`config.mk`:
```
export PLATFORM = sky130hd
export DESIGN_NAME = tripod_gait_sequencer_unit
export DESIGN_NICKNAME = d
export VERILOG_FILES = /design/src/hw/rtl/tgs_pkg.sv /design/src/hw/rtl/tripod_gait_sequencer_unit.sv
export SDC_FILE = /design/constraint.sdc
export NUM_CORES = 1
export LEC_CHECK = 0
export ABC_AREA = 1
export BUFFER_PORTS_ARGS = -buffer_cell sky130_fd_sc_hd__buf_4
export CELL_PAD_IN_SITES_DETAIL_PLACEMENT = 2
export CELL_PAD_IN_SITES_GLOBAL_PLACEMENT = 2
export CORE_MARGIN = 2
export CORE_UTILIZATION = 31
export DETAILED_ROUTE_END_ITERATION = 10
export GPL_TIMING_DRIVEN = 0
export HOLD_SLACK_MARGIN = 0.02
export PLACE_DENSITY_LB_ADDON = 0.2
export REMOVE_ABC_BUFFERS = 1
export SLEW_MARGIN = 5
export SYNTH_ARGS = -nofsm -noshare
export SYNTH_HDL_FRONTEND = slang
export SYNTH_SLANG_ARGS = --single-unit
```
`constraint.sdc`:
```
create_clock -name clk_i -period 4.2 [get_ports clk_i]
set_clock_uncertainty 0.15 [all_clocks]
set_input_delay 0.42 -clock clk_i [delete_from_list [all_inputs] [get_ports clk_i]]
set_output_delay 0.42 -clock clk_i [all_outputs]
set_load 0.005 [all_outputs]
```
`src/hw/rtl/tgs_pkg.sv`:
```
// ----------------------------------------------------------------------------
// tgs_pkg: shared types and constants of the tripod gait sequencer
// Beat structs, mode and window codes, register indexes and gait tables.
// ----------------------------------------------------------------------------
`default_nettype none

package tgs_pkg;

  // angle resolution, full circle is 2**ANGLE_BITS
  localparam int unsigned ANGLE_BITS_DEF = 16;

  // configuration port
  localparam int unsigned CFG_IDX_W  = 2;
  localparam int unsigned CFG_DATA_W = 15;
  localparam logic [CFG_IDX_W-1:0] CFG_LANDING_ANGLE = 2'd0;
  localparam logic [CFG_IDX_W-1:0] CFG_AIR_SPEED     = 2'd1;
  localparam logic [CFG_IDX_W-1:0] CFG_GROUND_SPEED  = 2'd2;

  // register reset values
  localparam logic [13:0] LANDING_ANGLE_RST = 14'd3640;
  localparam logic [14:0] AIR_SPEED_RST     = 15'd1792;
  localparam logic [14:0] GROUND_SPEED_RST  = 15'd224;

  // gait phases
  localparam logic [1:0] PHASE_START = 2'd0;
  localparam logic [1:0] PHASE_ONE   = 2'd1;
  localparam logic [1:0] PHASE_TWO   = 2'd2;

  localparam int unsigned NUM_LEGS = 6;

  typedef enum logic [1:0] {
    MODE_FWD   = 2'd0,
    MODE_ROT_L = 2'd1,
    MODE_ROT_R = 2'd2,
    MODE_STOP  = 2'd3
  } mode_e;

  // leg stop windows
  typedef enum logic [2:0] {
    WIN_A = 3'd0,  // a > half
    WIN_B = 3'd1,  // L < a < full - 2L
    WIN_C = 3'd2,  // a > full - L
    WIN_D = 3'd3,  // L < a < 2L
    WIN_E = 3'd4,  // a < L
    WIN_F = 3'd5,  // 2L < a < full - L
    WIN_G = 3'd6   // a > full - 2L
  } win_e;

  // drive speed selection
  typedef enum logic [1:0] {
    SPD_PAIR = 2'd0,
    SPD_NAIR = 2'd1,
    SPD_PGND = 2'd2,
    SPD_NGND = 2'd3
  } spd_e;

  // window per [mode][phase][leg]
  localparam win_e WIN_TAB [3][3][6] = '{
    '{ '{WIN_A, WIN_A, WIN_A, WIN_B, WIN_B, WIN_B},
       '{WIN_C, WIN_C, WIN_C, WIN_D, WIN_D, WIN_D},
       '{WIN_D, WIN_D, WIN_D, WIN_C, WIN_C, WIN_C} },
    '{ '{WIN_A, WIN_A, WIN_A, WIN_B, WIN_B, WIN_B},
       '{WIN_C, WIN_E, WIN_C, WIN_F, WIN_D, WIN_F},
       '{WIN_D, WIN_F, WIN_D, WIN_E, WIN_C, WIN_E} },
    '{ '{WIN_A, WIN_A, WIN_A, WIN_G, WIN_E, WIN_G},
       '{WIN_E, WIN_C, WIN_E, WIN_D, WIN_F, WIN_D},
       '{WIN_F, WIN_D, WIN_F, WIN_C, WIN_E, WIN_C} }
  };

  // speed per [mode][phase][leg]
  localparam spd_e SPD_TAB [3][3][6] = '{
    '{ '{SPD_PAIR, SPD_PAIR, SPD_PAIR, SPD_PAIR, SPD_PAIR, SPD_PAIR},
       '{SPD_PAIR, SPD_PAIR, SPD_PAIR, SPD_PGND, SPD_PGND, SPD_PGND},
       '{SPD_PGND, SPD_PGND, SPD_PGND, SPD_PAIR, SPD_PAIR, SPD_PAIR} },
    '{ '{SPD_PAIR, SPD_NAIR, SPD_PAIR, SPD_NAIR, SPD_PAIR, SPD_NAIR},
       '{SPD_PAIR, SPD_NAIR, SPD_PAIR, SPD_NGND, SPD_PGND, SPD_NGND},
       '{SPD_PGND, SPD_NGND, SPD_PGND, SPD_NAIR, SPD_PAIR, SPD_NAIR} },
    '{ '{SPD_NAIR, SPD_PAIR, SPD_NAIR, SPD_PAIR, SPD_NAIR, SPD_PAIR},
       '{SPD_NAIR, SPD_PAIR, SPD_NAIR, SPD_PGND, SPD_NGND, SPD_PGND},
       '{SPD_NGND, SPD_PGND, SPD_NGND, SPD_PAIR, SPD_NAIR, SPD_PAIR} }
  };

  // input beat
  typedef struct packed {
    logic [1:0]  op;
    logic [15:0] angle_leg0;
    logic [15:0] angle_leg1;
    logic [15:0] angle_leg2;
    logic [15:0] angle_leg3;
    logic [15:0] angle_leg4;
    logic [15:0] angle_leg5;
  } in_item_t;

  // result beat
  typedef struct packed {
    logic signed [15:0] velocity_leg0;
    logic signed [15:0] velocity_leg1;
    logic signed [15:0] velocity_leg2;
    logic signed [15:0] velocity_leg3;
    logic signed [15:0] velocity_leg4;
    logic signed [15:0] velocity_leg5;
    logic [1:0]         gait_phase_out;
  } out_item_t;

endpackage

`default_nettype wire

```
`src/hw/rtl/tripod_gait_sequencer_unit.sv`:
```
// ----------------------------------------------------------------------------
// tripod_gait_sequencer_unit: alternating tripod gait sequencer
// Turns a motion mode and six leg angles into six leg velocity commands.
// ----------------------------------------------------------------------------
// Usage:
//   Input channel (in_valid_i / in_stall_o / in_data_i) carries one control
//   tick: motion mode and six binary leg angles. Output channel
//   (out_valid_o / out_stall_i / out_data_o) carries six velocity commands
//   and the gait phase after the tick.
//   The result of a taken beat is registered and shown in the next cycle.
//   Throughput is one beat per cycle while the receiver does not stall; the
//   gait state is updated in the same cycle the beat is taken, so the next
//   tick can follow at once.
//   A single result register parts the two channels. While it holds a beat
//   and the receiver stalls, in_stall_o is raised; a new beat is taken in
//   the same cycle the waiting result leaves.
//   Reset empties the result register, sets the phase to start, clears the
//   leg done flags, sets the last mode to stop and loads the register
//   defaults. Configuration writes (cfg_we_i) take effect at once; the user
//   must make them only while the block is idle, the block does not enforce it.
// ----------------------------------------------------------------------------
`default_nettype none

module tripod_gait_sequencer_unit #(
  parameter int unsigned ANGLE_BITS = tgs_pkg::ANGLE_BITS_DEF
) (
  input  wire logic                           clk_i,
  input  wire logic                           rst_ni,
  // input channel
  input  wire logic                           in_valid_i,
  output      logic                           in_stall_o,
  input  wire tgs_pkg::in_item_t              in_data_i,
  // output channel
  output      logic                           out_valid_o,
  input  wire logic                           out_stall_i,
  output      tgs_pkg::out_item_t             out_data_o,
  // configuration writes
  input  wire logic                           cfg_we_i,
  input  wire logic [tgs_pkg::CFG_IDX_W-1:0]  cfg_idx_i,
  input  wire logic [tgs_pkg::CFG_DATA_W-1:0] cfg_data_i
);

  // compare width: holds the full circle and 2L with a sign bit
  localparam int unsigned CW  = ((ANGLE_BITS > 16) ? ANGLE_BITS : 16) + 2;
  // angle bits that are actually used
  localparam int unsigned ABW = (ANGLE_BITS < 16) ? ANGLE_BITS : 16;
  localparam logic signed [CW-1:0] FULL_C = CW'(64'd1 << ANGLE_BITS);
  localparam logic signed [CW-1:0] HALF_C = CW'(64'd1 << (ANGLE_BITS - 1));

  // configuration registers
  logic [13:0] landing_q;
  logic [14:0] air_q;
  logic [14:0] ground_q;

  // gait state
  logic [1:0]                   phase_q, phase_d;
  logic [tgs_pkg::NUM_LEGS-1:0] done_q, done_d;
  logic [1:0]                   last_mode_q;

  // result register
  logic               out_valid_q;
  tgs_pkg::out_item_t out_data_q, out_data_d;

  logic in_acc;

  // window bounds
  logic signed [CW-1:0] l_s, l2_s, fl_s, f2l_s;

  logic [1:0]                   mode_idx;
  logic                         mode_chg;
  logic [1:0]                   ph;
  logic [tgs_pkg::NUM_LEGS-1:0] done_base, hit, done_hit;
  logic [15:0]                  angle [tgs_pkg::NUM_LEGS];
  logic signed [15:0]           vel   [tgs_pkg::NUM_LEGS];
  logic signed [15:0]           air_pos, air_neg, gnd_pos, gnd_neg;

  function automatic logic in_window(
    tgs_pkg::win_e        w,
    logic signed [CW-1:0] a,
    logic signed [CW-1:0] l,
    logic signed [CW-1:0] l2,
    logic signed [CW-1:0] fl,
    logic signed [CW-1:0] f2l
  );
    logic r;
    unique case (w)
      tgs_pkg::WIN_A: r = a > HALF_C;
      tgs_pkg::WIN_B: r = (a > l) && (a < f2l);
      tgs_pkg::WIN_C: r = a > fl;
      tgs_pkg::WIN_D: r = (a > l) && (a < l2);
      tgs_pkg::WIN_E: r = a < l;
      tgs_pkg::WIN_F: r = (a > l2) && (a < fl);
      tgs_pkg::WIN_G: r = a > f2l;
      default:        r = 1'b0;
    endcase
    return r;
  endfunction

  // handshake: stall only while a finished result is held back
  assign in_stall_o  = out_valid_q & out_stall_i;
  assign in_acc      = in_valid_i & ~in_stall_o;
  assign out_valid_o = out_valid_q;
  assign out_data_o  = out_data_q;

  // window bounds from the landing angle, signed and unwrapped
  always_comb begin
    l_s   = signed'(CW'(landing_q));
    l2_s  = signed'(CW'({landing_q, 1'b0}));
    fl_s  = FULL_C - l_s;
    f2l_s = FULL_C - l2_s;
  end

  // speed choices
  always_comb begin
    air_pos = signed'({1'b0, air_q});
    air_neg = -air_pos;
    gnd_pos = signed'({1'b0, ground_q});
    gnd_neg = -gnd_pos;
  end

  // mode change clears phase and flags before the tick is evaluated
  always_comb begin
    mode_chg  = in_data_i.op != last_mode_q;
    ph        = mode_chg ? tgs_pkg::PHASE_START : phase_q;
    if (ph > tgs_pkg::PHASE_TWO) begin
      ph = tgs_pkg::PHASE_START;
    end
    done_base = mode_chg ? '0 : done_q;
    mode_idx  = (in_data_i.op == tgs_pkg::MODE_STOP) ? tgs_pkg::MODE_FWD : in_data_i.op;
  end

  assign angle[0] = in_data_i.angle_leg0;
  assign angle[1] = in_data_i.angle_leg1;
  assign angle[2] = in_data_i.angle_leg2;
  assign angle[3] = in_data_i.angle_leg3;
  assign angle[4] = in_data_i.angle_leg4;
  assign angle[5] = in_data_i.angle_leg5;

  // per leg window test and velocity
  for (genvar g = 0; g < tgs_pkg::NUM_LEGS; g++) begin : g_leg
    logic signed [CW-1:0] a_s;
    tgs_pkg::win_e        w;
    tgs_pkg::spd_e        s;
    assign a_s = signed'(CW'(angle[g][ABW-1:0]));
    assign w   = tgs_pkg::WIN_TAB[mode_idx][ph][g];
    assign s   = tgs_pkg::SPD_TAB[mode_idx][ph][g];
    always_comb begin
      hit[g] = (in_data_i.op != tgs_pkg::MODE_STOP) &&
               in_window(w, a_s, l_s, l2_s, fl_s, f2l_s);
      if (in_data_i.op == tgs_pkg::MODE_STOP || hit[g]) begin
        vel[g] = '0;
      end else begin
        unique case (s)
          tgs_pkg::SPD_PAIR: vel[g] = air_pos;
          tgs_pkg::SPD_NAIR: vel[g] = air_neg;
          tgs_pkg::SPD_PGND: vel[g] = gnd_pos;
          tgs_pkg::SPD_NGND: vel[g] = gnd_neg;
          default:           vel[g] = '0;
        endcase
      end
    end
  end

  // phase update
  always_comb begin
    done_hit = done_base | hit;
    phase_d  = ph;
    done_d   = done_hit;
    if (in_data_i.op != tgs_pkg::MODE_STOP) begin
      if (ph == tgs_pkg::PHASE_START) begin
        if (done_hit[2:0] == 3'b111) begin
          done_d  = '0;
          phase_d = tgs_pkg::PHASE_ONE;
        end
      end else if (&done_hit) begin
        done_d  = '0;
        phase_d = (ph == tgs_pkg::PHASE_ONE) ? tgs_pkg::PHASE_TWO : tgs_pkg::PHASE_ONE;
      end
    end
  end

  // result beat
  always_comb begin
    out_data_d.velocity_leg0  = vel[0];
    out_data_d.velocity_leg1  = vel[1];
    out_data_d.velocity_leg2  = vel[2];
    out_data_d.velocity_leg3  = vel[3];
    out_data_d.velocity_leg4  = vel[4];
    out_data_d.velocity_leg5  = vel[5];
    out_data_d.gait_phase_out = phase_d;
  end

  // configuration registers
  always_ff @(posedge clk_i or negedge rst_ni) begin
    if (!rst_ni) begin
      landing_q <= tgs_pkg::LANDING_ANGLE_RST;
      air_q     <= tgs_pkg::AIR_SPEED_RST;
      ground_q  <= tgs_pkg::GROUND_SPEED_RST;
    end else if (cfg_we_i) begin
      unique case (cfg_idx_i)
        tgs_pkg::CFG_LANDING_ANGLE: landing_q <= cfg_data_i[13:0];
        tgs_pkg::CFG_AIR_SPEED:     air_q     <= cfg_data_i;
        tgs_pkg::CFG_GROUND_SPEED:  ground_q  <= cfg_data_i;
        default: ;
      endcase
    end
  end

  // gait state and result valid
  always_ff @(posedge clk_i or negedge rst_ni) begin
    if (!rst_ni) begin
      phase_q     <= tgs_pkg::PHASE_START;
      done_q      <= '0;
      last_mode_q <= tgs_pkg::MODE_STOP;
      out_valid_q <= 1'b0;
    end else begin
      if (in_acc) begin
        phase_q     <= phase_d;
        done_q      <= done_d;
        last_mode_q <= in_data_i.op;
        out_valid_q <= 1'b1;
      end else if (!out_stall_i) begin
        out_valid_q <= 1'b0;
      end
    end
  end

  // result payload
  always_ff @(posedge clk_i) begin
    if (in_acc) begin
      out_data_q <= out_data_d;
    end
  end

endmodule

`default_nettype wire

```
Yosys cells after proc, flatten, opt, wreduce, memory -nomap -nowiden --
Index checks and enable logic that the tools add are counted.
Storage, ports and cells: bits in registers 153, latch bits 0, memory bits (writable) 0, ROM bits 0, input bits 120, logic and storage cells 230, memories kept 0
Cells by class: $add $sub $neg 4, multipliers 0, div/mod/pow operators 0, $lt $le $gt $ge 57, equality and inequality tests 62, shift operators 0, mux-type cells 39, bitwise logic cells 6, reduce and logical (&&, ||, !) cells 48
Operator list (count):
- 16-bit one-hot mux with 4 select lines | 6
- 17-bit by 18-bit > comparator with 1-bit output | 12
- 17-bit by 18-bit < comparator with 1-bit output | 12
- 54-bit binary-select mux with 2-bit select | 1
- 54-bit two-way mux | 2
- 16-bit by 14-bit > comparator with 1-bit output | 6
- 16-bit by 15-bit > comparator with 1-bit output | 6
- 16-bit > comparator (second input constant) | 6
- 16-bit by 14-bit < comparator with 1-bit output | 6
- 16-bit by 15-bit < comparator with 1-bit output | 6
- 36-bit binary-select mux with 2-bit select | 1
- 36-bit two-way mux | 2
- 3-bit equality test (second input constant) | 19
- 1-bit one-hot mux with 7 select lines | 6
- 18-bit binary-select mux with 2-bit select | 1
- 3-bit by 2-bit equality test with 1-bit output (second input constant) | 12
- 18-bit two-way mux | 2
- 15-bit negator with 16-bit output | 2
- 6-bit two-way mux | 5
- 2-bit equality test (second input constant) | 14
- 12-bit binary-select mux with 2-bit select | 1
- 1-bit logical AND | 24
- 12-bit two-way mux | 2
- 3-bit by 1-bit equality test with 1-bit output (second input constant) | 6
- other kinds (19) | 56

Logic depth before layout (Yosys ltp) --
word-level depth 17, depth in mapped cells 35, mapped depth without buffers 35

Least setup slack after synthesis --
No wires, ideal clock.
kind input -> register, from input out_stall_i, to register done_q[1] in the netlist's numbering, setup time 0.129 ns, arrival 3.926 ns, data required time 3.921 ns, slack -0.005 ns, cell stages on the path 7, cells stage by stage nand2_1 inv_1 nor2_2 inv_1 clkbuf_1 nand2_1 o21ai_0
Between the ends: longest elaborated chain between the ends 3
Ends and longest elaborated chain:
- start, declared | line tripod_gait_sequencer_unit.sv:35 | input wire logic out_stall_i,
- 1-bit bitwise AND | line tripod_gait_sequencer_unit.sv:100 | assign in_stall_o = out_valid_q & out_stall_i;
- via in_stall_o | line tripod_gait_sequencer_unit.sv:31 | output logic in_stall_o,
- 1-bit inverter | line tripod_gait_sequencer_unit.sv:101 | assign in_acc = in_valid_i & ~in_stall_o;
- 1-bit bitwise AND | line tripod_gait_sequencer_unit.sv:101
- via in_acc | line tripod_gait_sequencer_unit.sv:64 | logic in_acc;
- end signal, assigned | line tripod_gait_sequencer_unit.sv:219 | done_q <= done_d;
- end, declared | line tripod_gait_sequencer_unit.sv:57 | logic [tgs_pkg::NUM_LEGS-1:0] done_q, done_d;
The timed path passes the listed nets, and every way through them passes these cells. A chain may end at the register's enable or synchronous reset.

==> summary.md <==
| Metric | Value |
|---|---|
| # diodes | `0` |
| Die Wd | `229 um` |
| Routed wire length per instance | `24.7 um` |
| Routed wire length | `75,700 um` |
| EDFF count, synth | `98` |
| Post-synth top area share | `22.2%` |
| Via density | `5.54` |
| Final instance area | `20,300 um^2` |
| Ranking of synthesized cells by area | `ha_1 22%, edfxtp_1 19%, nand2_1 11%` |
| Post-Syn Area | `15,600 um^2` |
| Max_cap viols | `0` |
| Ys flop type | `edfxtp_1` |
| First-pass GRT wire length | `111,000 um` |
| Asr flop ratio synth | `35.9%` |
| Clock tree sinks | `153` |
| #FFs+latches synth | `153` |
| Syn Inst Count | `2,089` |
| PD cells | `353 nW/um^2` |
| Vias in the first global route | `18,400` |
| Share of cells above drive strength 1 | `24.0%` |
| P_leak | `0.00963 uW` |
| Tightest Pin Transition | `1.34 ns` |
| Max Slew Vio Count | `0` |
| First-pass detailed-route iteration total | `5` |
| Setup slack at placement | `-2.14 ns` |
| Cell type with the largest total area after synthesis | `ha_1` |
| Clk root buf | `clkbuf_16` |
| Cts bufs inserted | `17` |
| WP buf/inv | `5` |
| FILL cells | `5,690` |
| CTS tree | `done` |
| Post-DP HPWL | `55,100 um` |
| Initial Util | `31.3%` |
| Placed cell areas | `18,100 um^2` |
| GRT Total Usage | `27.7%` |
| YS warnings | `0` |
| Unrepaired setup endpoints after global routing | `yes` |
| Maximum clock rate | `239 MHz` |
| Sequential-to-total area share from yosys stat | `27.7%` |
| Row count | `82` |
| Fin crit period | `4.19 ns` |
| Initial antenna violation count | `0` |
| Gr ovfl total | `0` |
| R2R setup slack | `0.01 ns` |
| Final Hold Viols | `0` |
| Final WS setup | `0.0119 ns` |
| Worst vdd ir | `0.305 mV` |
| Worst path slowest cell | `dfrtp_4` |
| Die height | `229 um` |
| Worst hold path class | `input port to flop` |
| DRC viols | `0` |
| Worst-Skew Late Latency | `0.45 ns` |
| Routed vias | `17,000` |
| Req. time, crit path | `4.43 ns` |
| Core Area | `50,000 um^2` |
| Area delta synth->final | `30.0%` |
| Total die area | `52,300 um^2` |
| 1st-iter DRT viols | `888` |
| I/O pin count | `220` |
| Setup violators final | `0` |
| Worst slew margin | `10.6%` |
| Critical Path Source Type | `flop` |
| WP data arrival | `4.42 ns` |
| Pin count of the biggest net entering global routing | `56` |
| Outcome | `complete, no violations` |
| Critical path's largest stage delay | `0.50 ns` |
| Critical path's top delay family | `simple AND/OR/NAND/NOR gates` |
| CP Max Fanout | `4` |
| I/O Buffers | `219` |
| Worst path most repeated cell | `nand2_2` |
| Final ANT Viol Nets | `0` |
| Worst setup EP type | `flop` |
| CTS H-tree depth | `4` |
| Reg clk slew, reported paths | `0.06 ns` |
| Syn Area/Cell | `7.49 um^2` |
| Unique masters post-synth | `56` |
| CP Class | `flop to flop` |
| Worst-case clock buffer depth | `2` |
| RePlAce Congestion | `0.902` |
| Crit share post-route | `99.7%` |
| Nets | `2,779` |
[placed cells by master (no fill, tap or decap), types with 9 or more instances in the layout]
cell type	count
inv_2	11
nand2_4	16
inv_1	209
buf_4	290
o21ai_0	120
nor2_2	12
nand4_1	43
nor2_1	199
nor2_4	21
buf_12	16
nand2_2	53
dfstp_2	14
clkinvlp_4	17
nand2_1	422
nand3_2	23
nor4_1	17
nor3_1	18
clkbuf_16	17
o22ai_1	36
ha_1	264
a21oi_1	135
dfrtp_1	36
nand3_1	86
buf_6	9
ha_4	13
a221oi_1	42
edfxtp_1	98
[area by class of cell]
type | count | area, um^2 | area share [%]
inverter | 240 | 972 | 4.78
multi-input combinational | 1651 | 11000 | 54.2
clock buffer | 18 | 429 | 2.11
sequential | 153 | 4350 | 21.4
tap | 672 | 841 | 4.13
timing repair buffer | 318 | 2640 | 13.0
clock inverter | 14 | 82.6 | 0.406
[path summary, 6_finish.rpt]
path                               from      endpoint  cells after the start
min reg2reg                   done_q[0]     done_q[0]                      2
max                        landing_q[0]    phase_q[1]                     27
min                         out_stall_i   out_valid_o                      3
min in group asynchronous        rst_ni   out_valid_o                      2
max in group asynchronous        rst_ni  landing_q[0]                      2
max reg2reg                landing_q[0]    phase_q[1]                     27
[report_power, final]
part	total [uW]	internal [uW]	switching, uW
registers	2010	1820	187
clock network	1400	742	656
logic	3780	1420	2350
[logic make-up after synthesis]
| logic type | synth area share, % |
|---|---|
| DFF | 27.7 |
| buffers and inverters | 6.92 |
| xor gates and xnor gates | 0.952 |
| and+or+nand+nor | 27.1 |
| AOI/OAI and AO/OA | 15.0 |
| adders and majority gates | 22.2 |
[through the flow]
| step | hold slack (ns) | instances | TNS, ns | utilization (%) | total power (uW) |
|---|---|---|---|---|---|
| floorplan | -0.0256 | 2043 | -3.15 | - | 3840 |
| global placement | 0.317 | 2934 | -297.47 | 35.9 | 4930 |
| detailed placement | 0.324 | 2939 | -176.86 | 36.2 | 5190 |
| CTS | 0.0369 | 3016 | 0 | 38.7 | 6800 |
| global route | 0.0571 | 3066 | -4.66 | 40.7 | 7690 |
| finish | 0.0486 | 3066 | 0 | 40.7 | 7190 |
[flip-flops by register name (all words and copies together) (netlist names)]
name         count
last_mode_q      2
out_valid_o      1
ground_q        15
landing_q       14
phase_q          2
out_data_o      98
done_q           6
air_q           15
[worst reg2reg max path: stages, from the launching register on]
cell     delay (ns)
dfrtp_4        0.50
inv_4          0.08
ha_4           0.17
nand2_8        0.08
nor4_4         0.30
buf_4          0.17
buf_4          0.13
xor2_4         0.09
buf_4          0.19
ha_1           0.31
nand3_1        0.13
nor4_4         0.30
nand4_1        0.21
o21ai_2        0.19
inv_1          0.07
nand2_1        0.11
nand3_2        0.12
nand2_4        0.14
nand2_2        0.11
nand3_2        0.10
nor2_4         0.05
nand2_2        0.08
nand2_1        0.05
nand2_1        0.06
nand2_1        0.06
nand2_2        0.07
nand2_2        0.05
nand2_2        0.06
[timing repair]
item | in CTS | in global routing
gates cloned | 0 | 1
hold buffers | 1 | 0
buffers inserted | 44 | 49
pin swaps | 9 | 68
endpoints found under the setup margin | 106 | 69
hold endpoints to repair | 41 | 0
resized for setup | 67 | 137
[Yosys cell counts (5+ instances only)]
master    instances
dfrtp_1          41
dfstp_2          14
a21oi_1         137
clkbuf_1         41
nand4_1          43
or2_2             8
o22ai_1          36
nor3_1           22
o211ai_1          6
o21ai_0         131
nand3_1         101
ha_1            278
o21bai_1          7
inv_1           227
nor2_4            5
nor2_1          221
a221oi_1         42
edfxtp_1         98
nand3b_1          5
nor4_1           19
nand2_1         463
nand2_4           7
nand3_2           9
nand2_2          22
nor2_2            6
inv_2            13
or3_1             6
xor2_1           13
[metal layers]
metal  wire length [um]  up-vias  global-route usage (%)
met4               2590        0                    8.62
met2              37400      378                    49.3
li1                   -     7852                       -
met3               2440      136                    2.73
met1              33200     8622                    35.1
met5                  0        -                       0
Power figures use the tool's default switching activity.
